[src/rtl/core/bpc_pkg.sv]
`default_nettype none

package bpc_pkg;

    // pipeline shape
    localparam int DIV_STAGES = 32;
    localparam int FRONT_STAGES = 2;
    localparam int MID_STAGES = 7;
    localparam int BACK_STAGES = 3;
    localparam int LATENCY = FRONT_STAGES + DIV_STAGES + MID_STAGES + DIV_STAGES + BACK_STAGES;

    // configuration register indexes
    typedef enum logic [2:0] {
        REG_AC1_AC2 = 3'd0,
        REG_AC3_AC4 = 3'd1,
        REG_AC5_AC6 = 3'd2,
        REG_B1_B2   = 3'd3,
        REG_MC_MD   = 3'd4,
        REG_OSS     = 3'd5
    } reg_idx_t;

    // compensation constants
    localparam logic [31:0] C_B6_OFS  = 32'd4000;
    localparam logic [31:0] C_P_K1    = 32'd3038;
    localparam logic [31:0] C_P_K2    = 32'hFFFF_E343;
    localparam logic [31:0] C_P_K3    = 32'd3791;
    localparam logic [31:0] C_B7_K    = 32'd50000;
    localparam logic [31:0] C_B4_OFS  = 32'd32768;
    localparam logic [31:0] C_T_RND   = 32'd8;
    localparam logic [31:0] C_RND2    = 32'd2;

    // coefficients, already widened to 32 bits; oss stays 2 bits
    typedef struct packed {
        logic [31:0] ac1;
        logic [31:0] ac2;
        logic [31:0] ac3;
        logic [31:0] ac4;
        logic [31:0] ac5;
        logic [31:0] ac6;
        logic [31:0] b1;
        logic [31:0] b2;
        logic [31:0] mc;
        logic [31:0] md;
        logic [1:0]  oss;
    } coef_t;

    // sideband carried alongside a division
    typedef struct packed {
        logic [31:0] word;
        logic [18:0] up;
        logic        neg;
        logic        err;
    } side_t;

    function automatic logic [31:0] sx16(input logic [15:0] h);
        return {{16{h[15]}}, h};
    endfunction

    function automatic logic [31:0] asr(input logic [31:0] x, input logic [4:0] n);
        return $unsigned($signed(x) >>> n);
    endfunction

endpackage

`default_nettype wire

[src/rtl/core/bpc_post.sv]
`default_nettype none

module bpc_post (
    input  wire logic            clk,
    input  wire logic            rst_n,
    input  wire logic            in_valid,
    input  wire logic [31:0]     quo,
    input  wire bpc_pkg::side_t  side_in,
    output logic                 out_valid,
    output logic [31:0]          temp_out,
    output logic [31:0]          press_out,
    output logic                 err_out
);

    logic [bpc_pkg::BACK_STAGES-1:0] vld_reg;
    logic [31:0] p1_reg, p2_reg;
    logic [31:0] ma_reg, mb_reg;
    logic [31:0] mc_reg, x2_reg;
    logic [31:0] t1_reg, t2_reg;
    logic        e1_reg, e2_reg;
    logic [31:0] temp_reg, press_reg;
    logic        err_reg;

    logic [31:0] p;
    logic [31:0] pa;
    logic [31:0] p_fin;

    always_comb
    begin
        p = side_in.neg ? {quo[30:0], 1'b0} : quo;
        pa = bpc_pkg::asr(p, 5'd8);
        p_fin = p2_reg + bpc_pkg::asr(bpc_pkg::asr(mc_reg, 5'd16) + x2_reg
                                      + bpc_pkg::C_P_K3, 5'd4);
    end

    // payload stages
    always_ff @(posedge clk)
    begin
        // first correction products
        p1_reg <= p;
        ma_reg <= pa * pa;
        mb_reg <= bpc_pkg::C_P_K2 * p;
        t1_reg <= side_in.word;
        e1_reg <= side_in.err;
        // second correction product
        p2_reg <= p1_reg;
        mc_reg <= ma_reg * bpc_pkg::C_P_K1;
        x2_reg <= bpc_pkg::asr(mb_reg, 5'd16);
        t2_reg <= t1_reg;
        e2_reg <= e1_reg;
        // final sum, zeros on a failed division
        temp_reg <= e2_reg ? 32'd0 : t2_reg;
        press_reg <= e2_reg ? 32'd0 : p_fin;
        err_reg <= e2_reg;
    end

    // valid bits
    always_ff @(posedge clk or negedge rst_n)
    begin
        if (!rst_n)
            vld_reg <= '0;
        else
            vld_reg <= {vld_reg[bpc_pkg::BACK_STAGES-2:0], in_valid};
    end

    assign out_valid = vld_reg[bpc_pkg::BACK_STAGES-1];
    assign temp_out = temp_reg;
    assign press_out = press_reg;
    assign err_out = err_reg;

endmodule

`default_nettype wire

[config.mk]
export PLATFORM = sky130hd
export DESIGN_NAME = bpc_post
export DESIGN_NICKNAME = d
export VERILOG_FILES = /design/src/rtl/core/bpc_pkg.sv /design/src/rtl/core/bpc_post.sv
export SDC_FILE = /design/constraint.sdc
export NUM_CORES = 2
export LEC_CHECK = 0
export BUFFER_PORTS_ARGS = -buffer_cell sky130_fd_sc_hd__buf_2
export CORE_MARGIN = 4
export CORE_UTILIZATION = 36
export DETAILED_ROUTE_END_ITERATION = 7
export REMOVE_ABC_BUFFERS = 1
export SYNTH_ARGS = -nofsm -noshare
export SYNTH_HDL_FRONTEND = slang
export SYNTH_SLANG_ARGS = --single-unit
export TNS_END_PERCENT = 100
[constraint.sdc]
create_clock -name clk -period 13.6 [get_ports clk]
set_input_delay 0.68 -clock clk [delete_from_list [all_inputs] [get_ports clk]]
set_output_delay 0.68 -clock clk [all_outputs]
set_load 0.03 [all_outputs]
# Word level (Yosys, flattened, before mapping)
# Index checks and enable logic that the tools add are counted.
totals:
  regBits: 309
  latch_bits: 0
  ram_bits: 0
  romBits: 0
  in_bits: 88
  out_inout_bits: 66
  elab_cells: 21
  memories: 0
classes:
  add_sub_neg: 3
  mul: 3
  n_div: 0
  magnitude_cmp: 0
  n_eq_ne: 0
  shift: 0
  n_mux: 1
  n_bitwise: 0
  n_reduce_logical: 0
ops:
  columns: ["operator", "n"]
  rows:
  - ["adder 32 x 12 -> 32 bit, second input constant", 1]
  - ["adder 32 bit", 1]
  - ["multiplier 14 x 32 -> 32 bit, first input constant", 1]
  - ["multiplier 24 x 24 -> 32 bit", 1]
  - ["multiplier 32 x 11 -> 31 bit, second input constant", 1]
  - ["2-to-1 mux 32 bit", 1]
  - ["adder 16 x 16 -> 17 bit", 1]

# Logic depth before layout (Yosys ltp)
depth:
  ltp_word: 3
  depth_mapped: 32
  ltp_nobuf: 28

# Worst setup path before layout
# Ideal clock, no wire load.
synth_timing:
  path_kind: "input to register"
  startpoint: "in side_in[1] in the netlist's numbering"
  endpoint: "reg ma_reg[30]"
  setup_time_ns: 0.072
  arrival_ns: 8.259
  required_ns: 13.528
  setup_slack_ns: 5.269
  path_stages: 29
  n_path_buf: 4
  cell_sequence: "clkbuf_1 > buf_2 > buf_1 > mux2i_1 > inv_1 > clkbuf_1 > nand2_1 > fa_1 > inv_1 > fa_1 > inv_1 > fa_1 > fa_1 > inv_1 > fa_1 > fa_1 > inv_1 > fa_1 > inv_1 > ha_1 > a21o_1 > a21o_1 > a21o_1 > a2111oi_0 > o211ai_1 > a311oi_1 > o21bai_1 > a21oi_1 > xnor2_1"
synth_via:
  elab_chain_len: 2
synth_lines:
  columns: ["element", "line_no", "text"]
  rows:
  - ["start, declared", "bpc_post.sv:8", "input wire bpc_pkg::side_t side_in,"]
  - ["2-to-1 mux 32 bit", "bpc_post.sv:30", "p = side_in.neg ? {quo[30:0], 1'b0} : quo;"]
  - ["via p[8]", "bpc_post.sv:24", "logic [31:0] p;"]
  - ["multiplier 24 x 24 -> 32 bit", "bpc_post.sv:41", "ma_reg <= pa * pa;"]
  - ["end signal, assigned", "bpc_post.sv:41", null]
  - ["end, declared", "bpc_post.sv:17", "logic [31:0] ma_reg, mb_reg;"]
# The timed path passes the listed nets, and every way through them passes these cells.
# A chain may end at the register's enable or synchronous reset.

# Final worst setup path
# Ends and elaborated chain as after synthesis.

==> results.toml <==
[routing]
ant_nets = 0
drcViolationCount = 0
post_drt_wl_per_cell_um = 15.59
drt_iter0_markers = 890
vias = 20010
vias_per_cell = 4.574
drtPass1Iterations = 5
wl_mm = 68.19

[setup_path]
worst_ep_arrival_time_ns = 9.32
slowest_stage = "buf_2"
cp_top_family = "adder cells"
cpMostUsedCell = "fa_1"
r2r_setup_slack_ns = 7.52
crit_type = "primary input to flip-flop"
required_ns = 14.03
cp-end-kind = "flip-flop"
crit_cells = 28
r2r-start = "mc_reg[16]"
path_buf_inv = 7
critPathMaxFanout = 32
ff2ff_path_depth = 21
cp-startpoint = "side_in[1]"
endpoint = "ma_reg[30]"
timing.rr.end = "press_out[31]"
slowest_delay_ns = 0.77
start_kind = "primary input"

[synth]
yosys-top-cells-count = "inv_1, fa_1, ha_1, dfxtp_1, nor2_1"
yosys.area_share.simple_pct = 7.390
ys.flop_type = "dfxtp_1"
synth-edff-count = 0
synthArstFlopShare_pct = 1.091
synth-seq-cells = 275
syn-cell-area_um2 = 30760
synthMuxAreaShare_pct = 1.151
syn_area_per_cell_um2 = 10.05
syn_inst = 3060
ys_seq_area_share_pct = 17.94
synth_most_common_cell = "inv_1"
synthAdderAreaFrac_pct = 52.48
ys_top_cells_by_area = "fa_1, dfxtp_1, ha_1, inv_1, xnor2_1"
synth_compound_area_share_pct = 5.893
synth_top_family_by_area = "adder cells"
yosys.area.top_type = "fa_1"
synth_top_area_share_pct = 36.51
synth.distinct_cells = 78
synthXorXnorAreaFrac_pct = 4.128
yosysWarningCount = 0

[place]
gp_congestion = 0.8688
post-dp-hpwl_mm = 57.77
place.port_buffers = 134

[run_status]
outcome = "completed"

[cts]
tritoncts = "built"
numCtsBuffers = 29
cts.clk_slew.worst_paths_ns = 0.06
clkLatencyLatePin_ns = 0.58
clock_path_buffers = 3
h-tree-depth = 1
cts_sinks = 275
ctsResizeCount = 0
cts_root_buf = "clkbuf_16"

[floorplan]
fp.dieW_um = 300.3
start_util_pct = 36.53
die_h_um = 300.3
row_count = 106
die-area_um2 = 90200
num_io_pins = 154
core-area_um2 = 84220

[grt]
antenna_found_initial = 0
grt_max_degree = 44
grt_pass1_wl_mm = 112.8
grt.total_usage_pct = 15.63
grt_pass1_vias = 21239
gr-total-overflow = 0

[min_path]
worstHoldPathCells = 1
hold_path_class = "primary input to flip-flop"

[cells_and_area]
nets = 4259
syn_to_final_growth_pct = 10.25
fill_cells = 8312
drive_gt1_share_pct = 7.374
antenna_cells = 0

[sta]
fmax_ghz = 0.1125
setup_viol_count_final = 0
tightest_slew_ns = 1.028
finalCriticalPeriod_ns = 8.892
maxSlewHeadroom_pct = 31.44
finalHoldViolations = 0
fin_skew_ns = 0.01242
grt_setup_unrepaired = "false"
finalCritPeriodShare_pct = 65.38
fin_setup_tns_ns = 0
drv_slew = 0

[run]
maxCapViolCount = 0
per-stage QoR:
step | hold slack, ns | area (µm²) | std cells | setup WS, ns | utilization, %
finish | 0.2014 | 33920 | 4375 | 4.708 | 40.27
global route | 0.1671 | 33920 | 4375 | 4.368 | 40.27
CTS | 0.1672 | 33920 | 4375 | 4.759 | 40.27
detailed placement | 0.3121 | 32930 | 4320 | 4.149 | 39.10
global placement | 0.3097 | 32930 | 4320 | 4.244 | 39.10
floorplan | 0.3096 | 30620 | 3024 | 5.666 | -
cell usage in the layout (no fill, tap or decap), types with 6 or more instances in the layout:
cell type,netlist,routed
nor3_1,25,25
a21o_1,46,46
ha_1,392,392
a21oi_1,62,62
fa_1,561,561
or2_2,8,8
nand2_1,138,138
buf_2,2,134
o21a_1,21,21
and2_1,10,10
dfxtp_1,272,271
inv_1,852,852
a2111oi_0,8,8
a31oi_1,7,7
nor2_1,183,183
mux2i_1,32,30
a211oi_1,12,12
xor2_1,39,39
nor4_1,9,9
nand3_1,15,15
nor2b_1,47,47
o211ai_1,7,7
and3_1,10,10
clkbuf_16,0,29
nand2b_1,9,9
clkinv_1,8,8
o21ai_0,35,35
o21bai_1,13,13
buf_4,0,28
nand4_1,6,6
inv_6,0,6
xnor2_1,106,106
worst reg2reg max path, cell delays in order, from the launching register on:
cell	delay (ns)
dfxtp_1	0.33
ha_1	0.24
fa_1	0.44
or3b_2	0.45
nor4b_1	0.56
nor4_2	0.16
a21oi_2	0.25
a21boi_1	0.14
and4bb_4	0.40
nand2b_1	0.15
nor2_1	0.06
xnor2_1	0.12
ha_1	0.34
a21o_1	0.21
nor3_1	0.18
o21ai_0	0.27
a31oi_1	0.51
nor4_1	0.13
o31ai_1	0.40
a211oi_1	0.16
or3_1	0.36
mux2i_1	0.12
cell families after synthesis:
group,after synthesis
adder cells (fa/ha/maj),954
buffers and inverters,899
AND/OR/NAND/NOR,488
flip-flops,275
AO/OA/AOI/OAI,263
XOR/XNOR,145
multiplexers,35
other,1
how the worst min path moves through the flow:
stage                            from    endpoint  slack [ns]
final                     side_in[48]  t1_reg[27]        0.20
after CTS                 side_in[35]  t1_reg[14]        0.17
after global placement     t1_reg[22]  t2_reg[22]        0.31
after floorplan                e1_reg      e2_reg        0.31
after global routing      side_in[52]  t1_reg[31]        0.17
after detailed placement    mb_reg[0]   p2_reg[0]        0.31
layout make-up:
cell class	count	area, µm²	area share, %
tap	1134	1419	4.183
multi-input combinational	1888	21870	64.49
clock buffer	39	813.3	2.398
sequential	275	5522	16.28
inverter	861	3232	9.528
timing repair buffer	163	890.9	2.626
clock inverter	15	167.7	0.4943
what timing repair did:
action / 4_1_cts / 5_1_grt
setup buffers: 0 / 0
hold buffers: 1 / 0
hold endpoints to repair: 3 / 0
routing by layer:
layer | vias to the layer above | global-route usage [%] | wire length (µm)
li1 | 9596 | - | -
met2 | 317 | 26.42 | 32810
met4 | 0 | 2.753 | 1260
met1 | 10031 | 22.01 | 31480
met5 | - | 0 | 0
met3 | 66 | 1.668 | 2644
Power is not shown: default switching activity piles up to over one toggle a cycle in this logic, so the estimate is an artifact.
