<file path="config.mk">
export PLATFORM = sky130hd
export DESIGN_NAME = bpc_temp
export DESIGN_NICKNAME = d
export VERILOG_FILES = /design/src/rtl/core/bpc_pkg.sv /design/src/rtl/core/bpc_temp.sv
export SDC_FILE = /design/constraint.sdc
export NUM_CORES = 1
export LEC_CHECK = 0
export ABC_CLOCK_PERIOD_IN_PS = 9450
export BUFFER_PORTS_ARGS = -buffer_cell sky130_fd_sc_hd__buf_2
export CAP_MARGIN = 20
export CORE_ASPECT_RATIO = 1.25
export CORE_MARGIN = 3
export CORE_UTILIZATION = 40
export DETAILED_ROUTE_END_ITERATION = 8
export GPL_TIMING_DRIVEN = 0
export PLACE_DENSITY = 0.67
export SLEW_MARGIN = 10
export SYNTH_ARGS = -nofsm -noshare
export SYNTH_HDL_FRONTEND = slang
export SYNTH_SLANG_ARGS = --single-unit
</file>
<file path="constraint.sdc">
create_clock -name clk -period 9.45 [get_ports clk]
set_input_delay 1.89 -clock clk [delete_from_list [all_inputs] [get_ports clk]]
set_output_delay 1.89 -clock clk [all_outputs]
set_load 0.02 [all_outputs]
</file>
<file path="src/rtl/core/bpc_pkg.sv">
`default_nettype none

package bpc_pkg;

    // pipeline shape
    localparam int DIV_STAGES = 32;
    localparam int FRONT_STAGES = 2;
    localparam int MID_STAGES = 7;
    localparam int BACK_STAGES = 3;
    localparam int LATENCY = FRONT_STAGES + DIV_STAGES + MID_STAGES + DIV_STAGES + BACK_STAGES;

    // configuration register indexes
    typedef enum logic [2:0] {
        REG_AC1_AC2 = 3'd0,
        REG_AC3_AC4 = 3'd1,
        REG_AC5_AC6 = 3'd2,
        REG_B1_B2   = 3'd3,
        REG_MC_MD   = 3'd4,
        REG_OSS     = 3'd5
    } reg_idx_t;

    // compensation constants
    localparam logic [31:0] C_B6_OFS  = 32'd4000;
    localparam logic [31:0] C_P_K1    = 32'd3038;
    localparam logic [31:0] C_P_K2    = 32'hFFFF_E343;
    localparam logic [31:0] C_P_K3    = 32'd3791;
    localparam logic [31:0] C_B7_K    = 32'd50000;
    localparam logic [31:0] C_B4_OFS  = 32'd32768;
    localparam logic [31:0] C_T_RND   = 32'd8;
    localparam logic [31:0] C_RND2    = 32'd2;

    // coefficients, already widened to 32 bits; oss stays 2 bits
    typedef struct packed {
        logic [31:0] ac1;
        logic [31:0] ac2;
        logic [31:0] ac3;
        logic [31:0] ac4;
        logic [31:0] ac5;
        logic [31:0] ac6;
        logic [31:0] b1;
        logic [31:0] b2;
        logic [31:0] mc;
        logic [31:0] md;
        logic [1:0]  oss;
    } coef_t;

    // sideband carried alongside a division
    typedef struct packed {
        logic [31:0] word;
        logic [18:0] up;
        logic        neg;
        logic        err;
    } side_t;

    function automatic logic [31:0] sx16(input logic [15:0] h);
        return {{16{h[15]}}, h};
    endfunction

    function automatic logic [31:0] asr(input logic [31:0] x, input logic [4:0] n);
        return $unsigned($signed(x) >>> n);
    endfunction

endpackage

`default_nettype wire

</file>
<file path="src/rtl/core/bpc_temp.sv">
`default_nettype none

module bpc_temp (
    input  wire logic            clk,
    input  wire logic            rst_n,
    input  wire logic            in_valid,
    input  wire logic [15:0]     raw_temp,
    input  wire logic [18:0]     raw_press,
    input  wire bpc_pkg::coef_t  coef,
    output logic                 out_valid,
    output logic [31:0]          num,
    output logic [31:0]          den,
    output bpc_pkg::side_t       side
);

    logic           v1_reg;
    logic           v2_reg;
    logic [31:0]    m1_reg;
    logic [18:0]    up1_reg;
    logic [31:0]    num_reg;
    logic [31:0]    den_reg;
    bpc_pkg::side_t side_reg;

    logic [31:0]    x1;
    logic [31:0]    den_s;
    logic [31:0]    num_s;
    logic [31:0]    num_next;
    logic [31:0]    den_next;
    bpc_pkg::side_t side_next;

    // divisor and dividend with signs split off
    always_comb
    begin
        x1 = bpc_pkg::asr(m1_reg, 5'd15);
        den_s = x1 + coef.md;
        num_s = {coef.mc[20:0], 11'd0};
        num_next = num_s[31] ? 32'(-num_s) : num_s;
        den_next = den_s[31] ? 32'(-den_s) : den_s;
        side_next.word = x1;
        side_next.up = up1_reg;
        side_next.neg = num_s[31] ^ den_s[31];
        side_next.err = (den_s == 32'd0);
    end

    // payload stages
    always_ff @(posedge clk)
    begin
        m1_reg <= ({16'd0, raw_temp} - coef.ac6) * coef.ac5;
        up1_reg <= raw_press;
        num_reg <= num_next;
        den_reg <= den_next;
        side_reg <= side_next;
    end

    // valid bits
    always_ff @(posedge clk or negedge rst_n)
    begin
        if (!rst_n)
        begin
            v1_reg <= 1'b0;
            v2_reg <= 1'b0;
        end
        else
        begin
            v1_reg <= in_valid;
            v2_reg <= v1_reg;
        end
    end

    assign out_valid = v2_reg;
    assign num = num_reg;
    assign den = den_reg;
    assign side = side_reg;

endmodule

`default_nettype wire

</file>
Word-level counts from Yosys, hierarchy flattened:

Cells that the tools add are included.

* register bits after elaboration: 155
* input port bits: 360
* output and inout bits: 118
* word-level logic and storage cells: 21

* $add $sub $neg: 4
* multiply operators: 1
* muxes and demuxes: 2
* bitwise operators: 1
* reduce and logical (&&, ||, !) cells: 1

Operator list (number)
* negator 32 bit: 2
* 2-to-1 mux 31 bit: 2
* adder 32 bit: 1
* logical NOT 32 bit: 1
* multiplier 32 x 32 -> 32 bit: 1
* subtractor 16 x 32 -> 32 bit: 1
* XOR 1 bit: 1

Longest topological paths before layout:

Gate-level depths: netlist (run 1).

* word-level depth: 3
* gate-level depth with buffers: 40
* mapped depth without buffers: 39

Least setup slack after synthesis (run 1):

Ideal clock, no wire load.

* path kind: in2reg
* start: input port raw_temp[0]
* end: register m1_reg[31]
* setup time: 130 ps
* arrival: 10427 ps
* data required time: 9320 ps
* setup slack: -1107 ps
* stages: 36
* buffers on the path: 2
* cell sequence: inv_1 -> ha_1 -> fa_1 -> nor2b_1 -> o31a_1 -> o211ai_1 -> a21boi_0 -> o41ai_1 -> xnor2_1 -> clkbuf_1 -> clkbuf_1 -> nand2_1 -> fa_1 -> fa_1 -> inv_1 -> fa_1 -> inv_1 -> fa_1 -> fa_1 -> inv_1 -> fa_1 -> inv_1 -> fa_1 -> fa_1 -> inv_1 -> ha_1 -> a21o_1 -> a21o_1 -> a21oi_1 -> o21ai_0 -> a21o_1 -> and2_1 -> o21a_1 -> o41ai_1 -> o21ai_0 -> xnor3_1

* cells in the longest elaborated chain, start to end: 2

Ends and longest elaborated chain
* start, declared: line bpc_temp.sv:7 `input wire logic [15:0] raw_temp,`
* subtractor 16 x 32 -> 32 bit: line bpc_temp.sv:48 `m1_reg <= ({16'd0, raw_temp} - coef.ac6) * coef.ac5;`
* multiplier 32 x 32 -> 32 bit: line bpc_temp.sv:48
* end signal, assigned: line bpc_temp.sv:48
* end, declared: line bpc_temp.sv:18 `logic [31:0] m1_reg;`

Every way passes these cells.
A chain may end at the register's enable or synchronous reset.

Worst setup path in the final report (run 1):

Ends and elaborated chain as after synthesis.

==> impl_metrics.prom, run 1 <==
# TYPE chip_impl_metric gauge
chip_impl_info{name="failed_checks",value="negative setup slack"} 1
chip_impl_info{name="rsz0062_at_grt",value="yes"} 1
chip_impl_metric{name="timing_hold_violations_final",unit=""} 0
chip_impl_metric{name="finalMaxSlewViolations",unit=""} 0
chip_impl_metric{name="drt_pre_antenna_iters",unit=""} 5
chip_impl_metric{name="placedCellCount",unit=""} 3350
chip_impl_metric{name="chipHeight",unit="um"} 267
chip_impl_metric{name="detail_route.wl_per_cell",unit="um"} 19.7
chip_impl_metric{name="largest_register_ff_count",unit=""} 38
chip_impl_metric{name="min_period",unit="ns"} 10.28
chip_impl_metric{name="rrSetupSlack",unit="ns"} 4.96
chip_impl_metric{name="final_cycle_share",unit=""} 1.09
chip_impl_metric{name="fin_nets",unit=""} 3629
chip_impl_info{name="synth.most_common_cell",value="sky130_fd_sc_hd__inv_1"} 1
chip_impl_metric{name="grt_remaining_overflow",unit=""} 0
chip_impl_metric{name="path_clk_slew",unit="ns"} 0.06
chip_impl_info{name="status",value="finished, violations left"} 1
chip_impl_metric{name="postRouteWirelength",unit="um"} 67500
chip_impl_metric{name="drv_cap",unit=""} 0
chip_impl_info{name="setup.worst_path.class",value="in -> reg"} 1
chip_impl_metric{name="max-slew-margin-rel",unit=""} 0.183
chip_impl_info{name="crit_path_start",value="raw_temp[0]"} 1
chip_impl_metric{name="cts_sink_cnt",unit=""} 129
chip_impl_info{name="synth_top_cells_by_area",value="sky130_fd_sc_hd__fa_1 38%, sky130_fd_sc_hd__dfxtp_1 12%, sky130_fd_sc_hd__ha_1 9.7%"} 1
chip_impl_metric{name="floorplan.core_area",unit="sq um"} 53800
chip_impl_metric{name="route.detailed.vias_per_inst",unit=""} 5.09
chip_impl_metric{name="post_synth_inst_count",unit=""} 2354
chip_impl_info{name="endpoint_kind",value="register"} 1
chip_impl_metric{name="slew_at_the_pin_closest_to_its_max_slew_limit",unit="ns"} 1.23
chip_impl_metric{name="synthToLayoutAreaGrowth",unit="%"} 18.6
chip_impl_metric{name="synth-edff-count",unit=""} 0
chip_impl_metric{name="post_route_cells_drive_above_1_share",unit=""} 0.190
chip_impl_info{name="min-delay-path-class",value="reg -> reg"} 1
chip_impl_metric{name="grt_pass1_wl",unit="um"} 105000
chip_impl_metric{name="post-dp-hpwl",unit="um"} 55800
chip_impl_metric{name="global_route.usage.total",unit=""} 0.237
chip_impl_metric{name="buffer_ports.inserted",unit=""} 258
chip_impl_metric{name="floorplan.die_area",unit="sq um"} 57400
chip_impl_info{name="cts_tree",value="built"} 1
chip_impl_metric{name="number_of_clock_buffers_inserted_by_tritoncts",unit=""} 17
chip_impl_info{name="worst_path_most_repeated_cell",value="sky130_fd_sc_hd__fa_1"} 1
chip_impl_metric{name="num_rows",unit=""} 95
chip_impl_metric{name="yosysTopAreaCellShare",unit=""} 0.375
chip_impl_metric{name="critical_path_peak_fanout",unit=""} 10
chip_impl_metric{name="max_stage_delay",unit="ns"} 0.75
chip_impl_metric{name="drt_first_iter_violations",unit=""} 942
chip_impl_metric{name="setup_viol_count_final",unit=""} 9
chip_impl_metric{name="synth_area_per_cell",unit="sq um"} 9.27
chip_impl_metric{name="grt_pass1_vias",unit=""} 18900
chip_impl_metric{name="max-clock-path-buffers",unit=""} 2
chip_impl_metric{name="yosysSeqAreaShare",unit=""} 0.119
chip_impl_metric{name="drtAntennaViolNets",unit=""} 0
chip_impl_info{name="worst_r2r_startpoint",value="m1_reg[31]"} 1
chip_impl_metric{name="fin_skew",unit="ns"} 0.00949
chip_impl_metric{name="initial_cell_density_of_the_core",unit=""} 0.405
chip_impl_info{name="worst_hold_startpoint",value="up1_reg[2]"} 1
chip_impl_metric{name="yosysUniqueCellTypes",unit=""} 76
chip_impl_metric{name="synthesis.yosys.warnings",unit=""} 0
chip_impl_info{name="endpoint",value="m1_reg[31]"} 1
chip_impl_info{name="clockRootBuffer",value="sky130_fd_sc_hd__clkbuf_16"} 1
chip_impl_metric{name="fmax",unit="MHz"} 97.2
chip_impl_info{name="regToRegEndpoint",value="den[14]"} 1
chip_impl_metric{name="synth-seq-cells",unit=""} 129
chip_impl_info{name="critical_path.startpoint_type",value="primary input"} 1
chip_impl_metric{name="grt_start_max_net_pins",unit=""} 18
chip_impl_metric{name="die_width",unit="um"} 215
chip_impl_info{name="top_post_synthesis_cells_by_count",value="420 x sky130_fd_sc_hd__inv_1, 409 x sky130_fd_sc_hd__fa_1, 255 x sky130_fd_sc_hd__nand2_1"} 1
chip_impl_metric{name="vias_after_detailed_routing",unit=""} 17500
chip_impl_metric{name="worstPathRequired",unit="ns"} 9.75
chip_impl_metric{name="antenna_found_initial",unit=""} 4
chip_impl_info{name="synth_largest_area_cell",value="sky130_fd_sc_hd__fa_1"} 1
chip_impl_metric{name="gp_congestion",unit=""} 1.00
chip_impl_metric{name="ys_async_sr_fraction",unit=""} 0.0155
chip_impl_metric{name="ff2ff_path_depth",unit=""} 14
chip_impl_metric{name="cts_max_level",unit=""} 4
chip_impl_metric{name="fin_ws",unit="ns"} -0.834
chip_impl_info{name="slowest_stage",value="sky130_fd_sc_hd__clkdlybuf4s15_1"} 1
chip_impl_metric{name="stdcell_count",unit=""} 3432
chip_impl_metric{name="post-route-drc-count",unit=""} 0
chip_impl_metric{name="clkLatencyLatePin",unit="ns"} 0.43
chip_impl_info{name="postSynth.topFlopCell",value="sky130_fd_sc_hd__dfxtp_1"} 1
chip_impl_metric{name="syn_area",unit="sq um"} 21800
chip_impl_metric{name="critical_path_arrival",unit="ns"} 10.58
chip_impl_metric{name="top_level_ports",unit=""} 478
## placed cells by master (no fill, tap or decap), types with 17 or more instances in the layout
cell and instances:
sky130_fd_sc_hd__a21o_1 32, sky130_fd_sc_hd__and2_1 247, sky130_fd_sc_hd__buf_4 75, sky130_fd_sc_hd__o21ai_0 25, sky130_fd_sc_hd__nand2_1 252, sky130_fd_sc_hd__nor3_1 21, sky130_fd_sc_hd__buf_2 256, sky130_fd_sc_hd__dfxtp_1 127
sky130_fd_sc_hd__ha_1 157, sky130_fd_sc_hd__xnor2_1 98, sky130_fd_sc_hd__a21oi_1 42, sky130_fd_sc_hd__nor2b_1 40, sky130_fd_sc_hd__nor2_1 68, sky130_fd_sc_hd__fa_2 17, sky130_fd_sc_hd__inv_1 415, sky130_fd_sc_hd__clkbuf_1 54
sky130_fd_sc_hd__nand2b_1 34, sky130_fd_sc_hd__clkbuf_16 17, sky130_fd_sc_hd__xor2_1 38, sky130_fd_sc_hd__fa_1 392
## routing by layer
metal  wire length [um]  vias to the layer above  global-route usage
met1              24800                     8683               0.266
met3               5550                      187              0.0563
li1                   -                     7824                   -
met4               4190                        4               0.125
met2              33000                      765               0.417
met5                 23                        -                   0
## final cells by class
class | instances | area (sq um)
fill | 5091 | 28000
multi-input combinational | 1700 | 17800
sequential | 129 | 2590
timing repair buffer | 311 | 1730
inverter | 420 | 1580
tap | 727 | 910
buffer | 112 | 657
clock buffer | 17 | 425
clock inverter | 15 | 159
antenna | 1 | 2.50
## cells by family after synthesis
kind of cell / count (synthesis) / synth area share
simple gates: 735 / 0.176
xor+xnor: 164 / 0.0703
fa+ha+maj: 578 / 0.472
mux: 6 / 0.00281
other cells: 1 / 0.000172
buf+inv: 535 / 0.0965
compound gates: 206 / 0.0638
flops: 129 / 0.119
## what timing repair did
action	in CTS	in global routing
endpoints found under the setup margin	17	14
hold endpoints to repair	0	0
pin swaps	78	9
buffers inserted	40	11
resized for setup	97	18
hold buffers	0	0
## worst min path at each step
stage / depth (start not counted) / to
floorplan: 0 / side[10]
global placement: 0 / side[10]
detailed placement: 0 / side[12]
CTS: 0 / side[12]
global route: 0 / side[11]
finish: 0 / side[4]
## critical path: cells and delay by family
| kind | cells | cell delay [ns] |
|---|---|---|
| AOI/OAI and AO/OA | 2 | 0.48 |
| buffers and inverters | 7 | 1.39 |
| adders and majority gates | 10 | 4.14 |
| and+or+nand+nor | 2 | 0.22 |
| xor gates and xnor gates | 12 | 2.45 |
## through the flow
stage / setup TNS (ns) / setup slack [ns] / hold WS (ns) / util / cell area, sq um
detailed placement: -28.37 / -2.30 / 0.312 / 0.454 / 24400
global route: -6.30 / -1.08 / 0.331 / 0.481 / 25900
CTS: -3.15 / -0.780 / 0.327 / 0.478 / 25700
global placement: -31.84 / -2.53 / 0.310 / 0.453 / 24400
finish: -3.39 / -0.834 / 0.325 / 0.481 / 25900
floorplan: -1.09 / -0.406 / 0.310 / - / 22200
Power of run 1 is not shown: default switching activity piles up to over one toggle a cycle in this logic, so the estimate is an artifact.
==> inputs of run 2 (changes only) <==
Settings changed: CORE_MARGIN 3 to 1.5.
==> impl_metrics.prom, run 2 (same netlist as run 1, synthesis figures left out) <==
# TYPE chip_impl_metric gauge
chip_impl_metric{name="rrSetupSlack",unit="ns"} 4.80
chip_impl_metric{name="clkLatencyLatePin",unit="ns"} 0.43
chip_impl_info{name="endpoint_kind",value="register"} 1
chip_impl_metric{name="worstPathRequired",unit="ns"} 9.76
chip_impl_metric{name="placedCellCount",unit=""} 3350
chip_impl_metric{name="die_width",unit="um"} 212
chip_impl_metric{name="buffer_ports.inserted",unit=""} 258
chip_impl_metric{name="grt.met2_usage",unit=""} 0.443
chip_impl_metric{name="num_rows",unit=""} 95
chip_impl_metric{name="floorplan.core_area",unit="sq um"} 53800
chip_impl_info{name="status",value="finished, violations left"} 1
chip_impl_metric{name="max-slew-margin-rel",unit=""} 0.234
chip_impl_metric{name="postCtsHoldBufs",unit=""} 0
chip_impl_info{name="rsz0062_at_grt",value="yes"} 1
chip_impl_metric{name="drt_pre_antenna_iters",unit=""} 5
chip_impl_info{name="min-delay-path-class",value="reg -> reg"} 1
chip_impl_metric{name="fin_nets",unit=""} 3636
chip_impl_metric{name="drtAntennaViolNets",unit=""} 0
chip_impl_metric{name="top_level_ports",unit=""} 478
chip_impl_metric{name="fmax",unit="MHz"} 97.7
chip_impl_metric{name="post-dp-hpwl",unit="um"} 55300
chip_impl_metric{name="fin_ws",unit="ns"} -0.785
chip_impl_info{name="worst_hold_startpoint",value="up1_reg[7]"} 1
chip_impl_metric{name="route.detailed.vias_per_inst",unit=""} 5.07
chip_impl_metric{name="grt_start_max_net_pins",unit=""} 18
chip_impl_info{name="failed_checks",value="negative setup slack"} 1
chip_impl_metric{name="timing_hold_violations_final",unit=""} 0
chip_impl_metric{name="slew_at_the_pin_closest_to_its_max_slew_limit",unit="ns"} 1.15
chip_impl_info{name="critical_path.startpoint_type",value="primary input"} 1
chip_impl_metric{name="antenna_found_initial",unit=""} 8
chip_impl_metric{name="post_route_cells_drive_above_1_share",unit=""} 0.204
chip_impl_metric{name="fin_skew",unit="ns"} 0.00888
chip_impl_metric{name="largest_register_ff_count",unit=""} 38
chip_impl_metric{name="critical_path_peak_fanout",unit=""} 5
chip_impl_info{name="mostFrequentLayoutCell",value="sky130_fd_sc_hd__inv_1"} 1
chip_impl_metric{name="grt_pass1_vias",unit=""} 18800
chip_impl_info{name="final_cell_mix",value="407 x sky130_fd_sc_hd__inv_1, 390 x sky130_fd_sc_hd__fa_1, 257 x sky130_fd_sc_hd__buf_2"} 1
chip_impl_metric{name="detail_route.wl_per_cell",unit="um"} 19.7
chip_impl_metric{name="final_cycle_share",unit=""} 1.08
chip_impl_metric{name="fin_setup_tns",unit="ns"} -3.08
chip_impl_metric{name="placed_area",unit="sq um"} 24400
chip_impl_metric{name="initial_cell_density_of_the_core",unit=""} 0.405
chip_impl_metric{name="synthToLayoutAreaGrowth",unit="%"} 19.8
chip_impl_info{name="worst_r2r_startpoint",value="m1_reg[31]"} 1
chip_impl_metric{name="ff2ff_path_depth",unit=""} 14
chip_impl_metric{name="global_route.usage.total",unit=""} 0.248
chip_impl_metric{name="max_stage_delay",unit="ns"} 0.59
chip_impl_metric{name="stdcell_count",unit=""} 3441
chip_impl_info{name="worst_path_most_repeated_cell",value="sky130_fd_sc_hd__fa_2"} 1
chip_impl_metric{name="drt_first_iter_violations",unit=""} 834
chip_impl_metric{name="grt_remaining_overflow",unit=""} 0
chip_impl_metric{name="gp_congestion",unit=""} 0.992
chip_impl_metric{name="min_period",unit="ns"} 10.23
chip_impl_info{name="setup.worst_path.class",value="in -> reg"} 1
chip_impl_metric{name="path_clk_slew",unit="ns"} 0.06
chip_impl_metric{name="finalMaxSlewViolations",unit=""} 0
chip_impl_metric{name="setup_viol_count_final",unit=""} 9
chip_impl_metric{name="hold-path-cell-count",unit=""} 0
chip_impl_metric{name="gr-usage-met1",unit=""} 0.279
chip_impl_metric{name="max-clock-path-buffers",unit=""} 2
chip_impl_metric{name="multiInputGateArea",unit="sq um"} 18000
chip_impl_metric{name="chipHeight",unit="um"} 264
chip_impl_metric{name="grt_util_met3",unit=""} 0.0474
chip_impl_metric{name="cts_max_level",unit=""} 4
chip_impl_info{name="regToRegEndpoint",value="den[7]"} 1
chip_impl_metric{name="postRouteWirelength",unit="um"} 67800
chip_impl_info{name="clockRootBuffer",value="sky130_fd_sc_hd__clkbuf_16"} 1
chip_impl_info{name="cts_tree",value="built"} 1
chip_impl_metric{name="register_area",unit="sq um"} 2590
chip_impl_info{name="slowest_stage",value="sky130_fd_sc_hd__fa_2"} 1
chip_impl_metric{name="grt_pass1_wl",unit="um"} 105000
chip_impl_metric{name="final_design_area_no_fill",unit="sq um"} 26200
chip_impl_metric{name="drv_cap",unit=""} 0
chip_impl_metric{name="holdWs",unit="ns"} 0.327
chip_impl_metric{name="floorplan.die_area",unit="sq um"} 56000
chip_impl_info{name="hold_path_end",value="side[9]"} 1
chip_impl_metric{name="fillerInstances",unit=""} 5080
chip_impl_metric{name="critical_path_arrival",unit="ns"} 10.54
chip_impl_metric{name="cts_sink_cnt",unit=""} 129
chip_impl_metric{name="vias_after_detailed_routing",unit=""} 17400
chip_impl_info{name="grt_most_used_layer",value="met2"} 1
chip_impl_metric{name="number_of_clock_buffers_inserted_by_tritoncts",unit=""} 17
chip_impl_metric{name="post-route-drc-count",unit=""} 0
==> run 2: cell types whose count changed in the layout (fill, tap and decap cells not counted), sizes merged <==
cell / change
buf: +4
bufinv: +1
clkbuf: +4
clkdlybuf4s15: -1
clkinv: +1
clkinvlp: +1
diode: +2
inv: -3
==> run 2: worst max path at each step <==
stage / end / from / cells past startpoint
after CTS: m1_reg[31] / raw_temp[0] / 36
final: m1_reg[31] / raw_temp[0] / 36
after floorplan: m1_reg[31] / raw_temp[0] / 33
after detailed placement: m1_reg[31] / raw_temp[0] / 33
after global placement: m1_reg[31] / raw_temp[0] / 33
after global routing: m1_reg[31] / raw_temp[0] / 39
==> run 2: layout make-up <==
type	count	share of cell area
multi-input cells	1700	0.688
flip-flops and latches	129	0.0991
repair buffers	318	0.0691
inverters	420	0.0607
well taps	727	0.0348
plain buffers	112	0.0257
clock buffers	17	0.0163
clock inverters	15	0.00622
diodes	3	0.000287
==> run 2: repair_timing <==
| item | 4_1_cts | 5_1_grt |
|---|---|---|
| endpoints found under the setup margin | 17 | 14 |
| setup buffers | 56 | 2 |
| pin swaps | 112 | 6 |
| resized for setup | 134 | 17 |
==> run 2: critical path, delay by kind of cell <==
kind | cells | cell delay [ns]
simple gates | 3 | 0.45
compound gates | 4 | 0.66
buf+inv | 6 | 0.60
fa+ha+maj | 10 | 4.35
xor+xnor | 13 | 2.59
==> run 2: through the flow <==
stage | util | setup WS [ns]
2_1_floorplan | - | -0.406
3_3_place_gp | 0.453 | -2.59
3_5_place_dp | 0.454 | -2.32
4_1_cts | 0.484 | -0.707
5_1_grt | 0.486 | -1.04
6_report | 0.486 | -0.785
==> run 2: layer usage <==
metal,vias up,part of all wire
met5,-,0.00059
met3,167,0.075
met1,8670,0.37
met2,759,0.50
li1,7827,-
met4,6,0.055
Power of run 2 is left out for the same reason.
==> inputs of run 3 (changes only) <==
Settings changed: ABC_CLOCK_PERIOD_IN_PS 9450 to 10500.
Clock period 9.45 ns to 10.5 ns, I/O delays scaled along.
==> impl_metrics.prom, run 3 (same netlist as run 1, synthesis figures left out) <==
# TYPE chip_impl_metric gauge
chip_impl_metric{name="initial_cell_density_of_the_core",unit=""} 0.405
chip_impl_metric{name="post-route-drc-count",unit=""} 0
chip_impl_metric{name="rrSetupSlack",unit="ns"} 6.03
chip_impl_metric{name="max-slew-margin-rel",unit=""} 0.208
chip_impl_info{name="worst_path_most_repeated_cell",value="sky130_fd_sc_hd__fa_2"} 1
chip_impl_metric{name="clkLatencyLatePin",unit="ns"} 0.43
chip_impl_metric{name="postCtsHoldBufs",unit=""} 0
chip_impl_metric{name="number_of_clock_buffers_inserted_by_tritoncts",unit=""} 17
chip_impl_metric{name="drtAntennaViolNets",unit=""} 0
chip_impl_info{name="critical_path.startpoint_type",value="primary input"} 1
chip_impl_metric{name="chipHeight",unit="um"} 264
chip_impl_metric{name="min_period",unit="ns"} 10.61
chip_impl_metric{name="hold-path-cell-count",unit=""} 0
chip_impl_metric{name="ff2ff_path_depth",unit=""} 14
chip_impl_metric{name="max_stage_delay",unit="ns"} 0.55
chip_impl_metric{name="final_cycle_share",unit=""} 1.01
chip_impl_info{name="endpoint_kind",value="register"} 1
chip_impl_metric{name="gp_congestion",unit=""} 0.963
chip_impl_info{name="rsz0062_at_grt",value="yes"} 1
chip_impl_metric{name="critical_path_peak_fanout",unit=""} 7
chip_impl_metric{name="synthToLayoutAreaGrowth",unit="%"} 21.3
chip_impl_info{name="min-delay-path-class",value="reg -> reg"} 1
chip_impl_metric{name="grt_remaining_overflow",unit=""} 0
chip_impl_info{name="final_cell_mix",value="405 x sky130_fd_sc_hd__inv_1, 381 x sky130_fd_sc_hd__fa_1, 256 x sky130_fd_sc_hd__buf_2"} 1
chip_impl_metric{name="fillerInstances",unit=""} 5056
chip_impl_metric{name="post_route_cells_drive_above_1_share",unit=""} 0.213
chip_impl_info{name="clockRootBuffer",value="sky130_fd_sc_hd__clkbuf_16"} 1
chip_impl_metric{name="fmax",unit="MHz"} 94.3
chip_impl_info{name="setup.worst_path.class",value="in -> reg"} 1
chip_impl_metric{name="fin_ws",unit="ns"} -0.109
chip_impl_metric{name="grt_start_max_net_pins",unit=""} 20
chip_impl_metric{name="register_area",unit="sq um"} 2590
chip_impl_metric{name="fin_skew",unit="ns"} 0.00801
chip_impl_info{name="mostFrequentLayoutCell",value="sky130_fd_sc_hd__inv_1"} 1
chip_impl_metric{name="floorplan.core_area",unit="sq um"} 53800
chip_impl_metric{name="top_level_ports",unit=""} 478
chip_impl_metric{name="vias_after_detailed_routing",unit=""} 17700
chip_impl_metric{name="multiInputGateArea",unit="sq um"} 18000
chip_impl_metric{name="drt_pre_antenna_iters",unit=""} 5
chip_impl_metric{name="route.detailed.vias_per_inst",unit=""} 5.12
chip_impl_metric{name="floorplan.die_area",unit="sq um"} 56000
chip_impl_metric{name="drv_cap",unit=""} 0
chip_impl_metric{name="die_width",unit="um"} 212
chip_impl_metric{name="cts_max_level",unit=""} 4
chip_impl_info{name="worst_hold_startpoint",value="up1_reg[10]"} 1
chip_impl_metric{name="antenna_found_initial",unit=""} 10
chip_impl_metric{name="placedCellCount",unit=""} 3349
chip_impl_metric{name="slew_at_the_pin_closest_to_its_max_slew_limit",unit="ns"} 1.19
chip_impl_metric{name="drt_first_iter_violations",unit=""} 933
chip_impl_info{name="regToRegEndpoint",value="den[5]"} 1
chip_impl_metric{name="largest_register_ff_count",unit=""} 38
chip_impl_metric{name="cts_sink_cnt",unit=""} 129
chip_impl_metric{name="worstPathRequired",unit="ns"} 10.78
chip_impl_metric{name="stdcell_count",unit=""} 3467
chip_impl_metric{name="timing_hold_violations_final",unit=""} 0
chip_impl_info{name="hold_path_end",value="side[12]"} 1
chip_impl_metric{name="buffer_ports.inserted",unit=""} 258
chip_impl_metric{name="num_rows",unit=""} 95
chip_impl_info{name="slowest_stage",value="sky130_fd_sc_hd__fa_2"} 1
chip_impl_metric{name="post-dp-hpwl",unit="um"} 55900
chip_impl_metric{name="postRouteWirelength",unit="um"} 70700
chip_impl_metric{name="setup_viol_count_final",unit=""} 1
chip_impl_info{name="status",value="finished, violations left"} 1
chip_impl_metric{name="fin_setup_tns",unit="ns"} -0.109
chip_impl_metric{name="max-clock-path-buffers",unit=""} 2
chip_impl_metric{name="critical_path_arrival",unit="ns"} 10.89
chip_impl_metric{name="fin_nets",unit=""} 3661
chip_impl_metric{name="global_route.usage.total",unit=""} 0.253
chip_impl_metric{name="grt_pass1_wl",unit="um"} 106000
chip_impl_info{name="cts_tree",value="built"} 1
chip_impl_metric{name="post-place-ws",unit="ns"} -2.38
chip_impl_metric{name="finalMaxSlewViolations",unit=""} 0
chip_impl_info{name="failed_checks",value="negative setup slack"} 1
chip_impl_metric{name="path_clk_slew",unit="ns"} 0.06
chip_impl_info{name="worst_r2r_startpoint",value="m1_reg[31]"} 1
chip_impl_metric{name="detail_route.wl_per_cell",unit="um"} 20.4
chip_impl_metric{name="grt_pass1_vias",unit=""} 19000
-- run 3: cell count changes in the layout (fill, tap and decap cells not counted), sizes merged --
cell    delta
inv        +2
bufinv     +1
buf       +29
diode      +1
clkbuf     -5
a21oi      +1
clkinv     -3
-- run 3: area by class of cell --
class	count	share of cell area
antenna	4	0.000378
buffer	112	0.0268
clock buffer	17	0.0161
multi-input combinational	1701	0.681
tap	727	0.0344
timing repair buffer	342	0.0763
sequential	129	0.0979
clock inverter	15	0.00718
inverter	420	0.0596
-- run 3: critical path: cells and delay by family --
family | cells | cell delay [ns]
AOI/OAI and AO/OA | 3 | 0.54
xor gates and xnor gates | 13 | 2.54
adders and majority gates | 9 | 4.29
buffers and inverters | 6 | 0.54
and+or+nand+nor | 4 | 0.90
-- run 3: routing by layer --
layer	wire, um	global-route usage
met5	22	0
met1	25600	0.288
met4	4600	0.142
met3	5690	0.0428
met2	34800	0.448
-- run 3: how the worst max path moves through the flow --
stage                 end   startpoint  cells after the start
6_report       m1_reg[31]    coef[140]                     35
5_1_grt        m1_reg[31]    coef[142]                     33
4_1_cts        m1_reg[31]    coef[130]                     33
2_1_floorplan  m1_reg[31]    coef[132]                     35
3_5_place_dp   m1_reg[31]  raw_temp[0]                     32
3_3_place_gp   m1_reg[31]  raw_temp[0]                     33
-- run 3: repair_timing --
action                                  CTS  global route
gates cloned                              0             2
setup buffers                            60            24
resized for setup                       161            86
endpoints found under the hold margin     0             0
pin swaps                                85            92
endpoints found under the setup margin   15             4
-- run 3: through the flow --
stage / area [sq um] / utilization / hold WS [ns]
6_report: 26500 / 0.492 / 0.327
2_1_floorplan: 21900 / - / 0.310
3_3_place_gp: 24100 / 0.448 / 0.310
3_5_place_dp: 24100 / 0.448 / 0.312
5_1_grt: 26500 / 0.492 / 0.331
4_1_cts: 26000 / 0.482 / 0.328
Power of run 3 is left out for the same reason.
